[src/rtl/core/mgvf_pkg.sv]
// Shared types, register codes and defaults for the MGVF stencil line buffer.
package mgvf_pkg;

  localparam int LINE_WIDTH_DEF    = 512;
  localparam int MAX_ROWS_DEF      = 1024;
  localparam int FRACTION_BITS_DEF = 24;

  localparam int SAMPLE_W = 32;
  localparam int CFG_IDX_W = 3;
  localparam int CFG_DATA_W = 31;

  localparam logic [CFG_IDX_W-1:0] REG_ROWS_IN_USE    = 3'd0;
  localparam logic [CFG_IDX_W-1:0] REG_TOP_IS_EDGE    = 3'd1;
  localparam logic [CFG_IDX_W-1:0] REG_BOTTOM_IS_EDGE = 3'd2;
  localparam logic [CFG_IDX_W-1:0] REG_STEP_BAND      = 3'd3;
  localparam logic [CFG_IDX_W-1:0] REG_MU_OVER_LAMBDA = 3'd4;
  localparam logic [CFG_IDX_W-1:0] REG_INV_LAMBDA     = 3'd5;

  localparam logic [10:0] ROWS_RST = 11'd1024;
  localparam logic [15:0] BAND_RST = 16'd1678;
  localparam logic [30:0] MU_RST   = 31'd8388608;
  localparam logic [30:0] INV_RST  = 31'd16777216;

  // Product magnitudes are capped at 2^48.
  localparam int CAP_BITS = 48;

  typedef struct packed {
    logic [10:0] rows_in_use;
    logic        top_is_edge;
    logic        bottom_is_edge;
    logic [15:0] step_band;
    logic [30:0] mu_over_lambda;
    logic [30:0] inv_lambda;
  } mgvf_cfg_t;

  // One centre pixel ready for arithmetic: neighbours already edge-replaced.
  typedef struct packed {
    logic [7:0][SAMPLE_W-1:0] nb;
    logic [SAMPLE_W-1:0]      c;
    logic [SAMPLE_W-1:0]      g;
    logic                     last;
  } mgvf_job_t;

endpackage

[src/rtl/core/mgvf_fifo.sv]
// Small register FIFO with count-based full and empty flags.
module mgvf_fifo
  import mgvf_pkg::*;
#(
  parameter int WIDTH = 32,
  parameter int DEPTH = 4
) (
  input  logic             clk,
  input  logic             rst_n,
  input  logic             push,
  input  logic [WIDTH-1:0] din,
  input  logic             pop,
  output logic [WIDTH-1:0] dout,
  output logic             full,
  output logic             empty
);

  localparam int PW = $clog2(DEPTH);
  localparam int CNW = $clog2(DEPTH + 1);

  logic [WIDTH-1:0] mem_r [DEPTH];
  logic [PW-1:0]    wr_ptr_r, rd_ptr_r;
  logic [CNW-1:0]   cnt_r;

  always_ff @(posedge clk) begin
    if (push) begin
      mem_r[wr_ptr_r] <= din;
    end
  end

  always_ff @(posedge clk) begin
    if (!rst_n) begin
      wr_ptr_r <= '0;
      rd_ptr_r <= '0;
      cnt_r    <= '0;
    end else begin
      if (push) begin
        wr_ptr_r <= (wr_ptr_r == PW'(DEPTH - 1)) ? '0 : wr_ptr_r + PW'(1);
      end
      if (pop) begin
        rd_ptr_r <= (rd_ptr_r == PW'(DEPTH - 1)) ? '0 : rd_ptr_r + PW'(1);
      end
      if (push && !pop) begin
        cnt_r <= cnt_r + CNW'(1);
      end else if (pop && !push) begin
        cnt_r <= cnt_r - CNW'(1);
      end
    end
  end

  assign dout  = mem_r[rd_ptr_r];
  assign full  = (cnt_r == CNW'(DEPTH));
  assign empty = (cnt_r == '0);

endmodule

[config.mk]
export PLATFORM = sky130hd
export DESIGN_NAME = mgvf_fifo
export DESIGN_NICKNAME = d
export VERILOG_FILES = /design/src/rtl/core/mgvf_pkg.sv /design/src/rtl/core/mgvf_fifo.sv
export SDC_FILE = /design/constraint.sdc
export NUM_CORES = 1
export LEC_CHECK = 0
export ABC_AREA = 1
export ABC_CLOCK_PERIOD_IN_PS = 1620
export BUFFER_PORTS_ARGS = -buffer_cell sky130_fd_sc_hd__buf_2
export CORE_ASPECT_RATIO = 0.7
export CORE_MARGIN = 1.5
export CORE_UTILIZATION = 30
export DETAILED_ROUTE_END_ITERATION = 8
export GPL_TIMING_DRIVEN = 0
export PLACE_DENSITY = 0.49
export SLEW_MARGIN = 40
export SYNTH_ARGS = -nofsm -noshare
export SYNTH_HDL_FRONTEND = slang
export SYNTH_SLANG_ARGS = --single-unit
[constraint.sdc]
create_clock -name clk -period 1.62 [get_ports clk]
set_clock_uncertainty 0.1 [all_clocks]
set_input_delay 0.324 -clock clk [delete_from_list [all_inputs] [get_ports clk]]
set_output_delay 0.324 -clock clk [all_outputs]
set_load 0.02 [all_outputs]
==> out/qor.csv <==
metric,value,unit
run_status,"complete, but fails checks",
violations,setup timing,
synth_area_per_cell,14.2,um2
ys_async_sr_fraction,0,%
wl_met3,475,um
yosysWarnings,0,
hpwl,7.76,mm
r2r-end,mem_r[0][0]$_DFFE_PP_,
max_freq,0.495,GHz
cts_sinks,137,
placed_area,6000,um2
ff2ff_path_depth,6,
drt_iter0_markers,235,
fin_crit_sh,125,%
ys_seq_area_share,76.9,%
vias,3320,
cp_max_fo,10,
cap_violations,0,
syn_to_final_growth,36.9,%
grt_usage,14.4,%
yosysMostFrequentCell,edfxtp_1,
syn_inst,368,
ir_drop,0.661,mV
worstSetupEndpoint,dout[13],
hp-class,in2reg,
wl,12.6,mm
finalPower,9300,uW
vias_per_cell,4.63,
power.density,1300,nW/um2
p_leak,0.00259,uW
initial_core_util,30.6,%
grt_pass1_wl,19.3,mm
synth_area_leaders,"edfxtp_1, nor2_1, o22ai_1",
syn_area,5240,um2
fp.coreArea,17100,um2
drive_above_1_share,38.9,%
path_clk_slew,0.06,ns
synth_commonest_cells,"edfxtp_1, nor2_1, o21ai_0, o22ai_1, o21ai_1",
fin_ws,-0.400,ns
setup_violations,32,
numPortBuffers,69,
fp.dieH,114,um
final_max_slew_viol_count,0,
final_antenna_net_count,0,
tightest_slew,0.236,ns
fin_nets,516,
antenna_cells,0,
rsz0062_at_grt,true,
cts_buffer_depth,2,
wl_met1,6.12,mm
ctsHoldBuffers,0,
grt_antenna_before_repair,0,
r2r-start,wr_ptr_r[0]$_SDFFE_PN0P_,
htree_num_levels,4,
die_w,161,um
ioPinCount,70,
reg2reg_slack,0.11,ns
cts_root_buffer,clkbuf_16,
routabilityCongestion,0.739,
routed.top_layer,met4,
cp.required,1.20,ns
num_rows,40,
synth_edf_count,128,
wl_met2,5.76,mm
cts_tree,built,
synthFlopType,edfxtp_1,
end_kind,output port,
grt_overflow_total,0,
ys_types,21,
preCtsSetupSlack,-0.246,ns
holdWs,0.0208,ns
drc,0,
finalSetupTns,-11.38,ns
critPathLaunchType,register,
clk_latency,0.42,ns
synth_top_area_cell,edfxtp_1,
cts_inserted_buffers,17,
first_global_vias,3375,
dieArea,18300,um2
max_slew_margin,84.1,%
finalCriticalPeriod,2.02,ns
avgRoutedWirePerCell,17.5,um
synth.net_count,411,
crit_arrival,1.60,ns
first_pass_iters,4,
synth_seq_cells,137,
criticalPathCategory,reg2out,
fin_area,7170,um2
grt_max_degree,21,
yosys.area.top_type_share,73.4,%
timing.final.hold_violations,0,
[per-layer routing]
metal  vias to the layer above  global-route usage [%]
met5                         -                       0
met4                         0                    6.30
met3                        19                    3.09
met2                        71                    22.6
met1                      1648                    19.3
li1                       1582                       -
[cell type report]
type                       instances  area [um2]
fill                            1635        9950
sequential                       137        4030
multi-input combinational        196        1180
timing repair buffer              85         721
clock buffer                      17         425
tap                              231         289
buffer                            19         245
clock inverter                    15         175
inverter                          16        87.6
timing repair inverter             1        8.76
[where the power goes]
| group | total [uW] | leakage, uW | internal, uW | switching [uW] |
|---|---|---|---|---|
| combinational | 1270 | 0.00105 | 539 | 728 |
| clock | 3930 | 0.000287 | 2420 | 1510 |
| sequential | 4100 | 0.00125 | 4040 | 61.1 |
| total | 9300 | 0.00259 | 7000 | 2300 |
[through the flow]
step | util (%) | std cells
CTS | 40.6 | 715
floorplan | - | 368
finish | 41.9 | 717
detailed placement | 35.1 | 673
global route | 41.9 | 717
global placement | 34.4 | 668
[state kept, by name (all words and copies together) (netlist names), named ones only]
signal and flops:
wr_ptr_r 2, mem_r 128, cnt_r 3, rd_ptr_r 2
[cell usage in the layout (no fill, tap or decap), types with 2 or more instances in the layout]
cell type / count
edfxtp_1: 128
nor2_1: 65
buf_2: 37
buf_4: 35
o21ai_0: 27
o21ai_1: 21
o22ai_1: 19
o21ai_2: 17
clkbuf_16: 17
o22ai_2: 13
buf_6: 12
inv_1: 10
buf_12: 8
nand2_1: 8
buf_8: 7
nor2_2: 7
clkinvlp_4: 7
ha_1: 6
dfxtp_2: 5
inv_6: 4
buf_16: 4
a21oi_1: 3
bufinv_16: 3
clkinv_2: 3
dfxtp_1: 3
o21ai_4: 2
nor3_2: 2
nor3_1: 2
clkinv_4: 2
[critical path: stages (launching register included)]
cell      delay [ns]
dfxtp_4         0.36
buf_12          0.15
clkinv_8        0.07
buf_8           0.14
nor2_1          0.05
o22ai_1         0.20
buf_2           0.20
[what timing repair did]
item / 4_1_cts / 5_1_grt
gates cloned: 2 / 1
buffers inserted: 8 / 1
pin swaps: 12 / 10
endpoints found under the setup margin: 125 / 48
resized for setup: 66 / 66
[worst min-delay path by stage]
stage                              from                  endpoint  slack (ns)  cells after the start
6_report                         din[5]     mem_r[3][5]$_DFFE_PP_        0.02                      1
5_1_grt                         din[31]    mem_r[0][31]$_DFFE_PP_        0.02                      1
4_1_cts                         din[28]    mem_r[1][28]$_DFFE_PP_       0.008                      1
3_5_place_dp   wr_ptr_r[0]$_SDFFE_PN0P_  wr_ptr_r[0]$_SDFFE_PN0P_        0.43                      2
3_3_place_gp   wr_ptr_r[1]$_SDFFE_PN0P_  wr_ptr_r[1]$_SDFFE_PN0P_        0.42                      2
2_1_floorplan                    din[0]     mem_r[0][0]$_DFFE_PP_        0.32                      0
[cell families after synthesis]
family                   count (synthesis)  synth area share, %
buffers and inverters                   35                 4.30
XOR/XNOR                                 1                0.167
flip-flops                             137                 76.9
AND/OR/NAND/NOR                         86                 6.33
adder cells (fa/ha/maj)                  7                 1.82
AO/OA/AOI/OAI                          102                 10.5
Power figures use the tool's default switching activity.
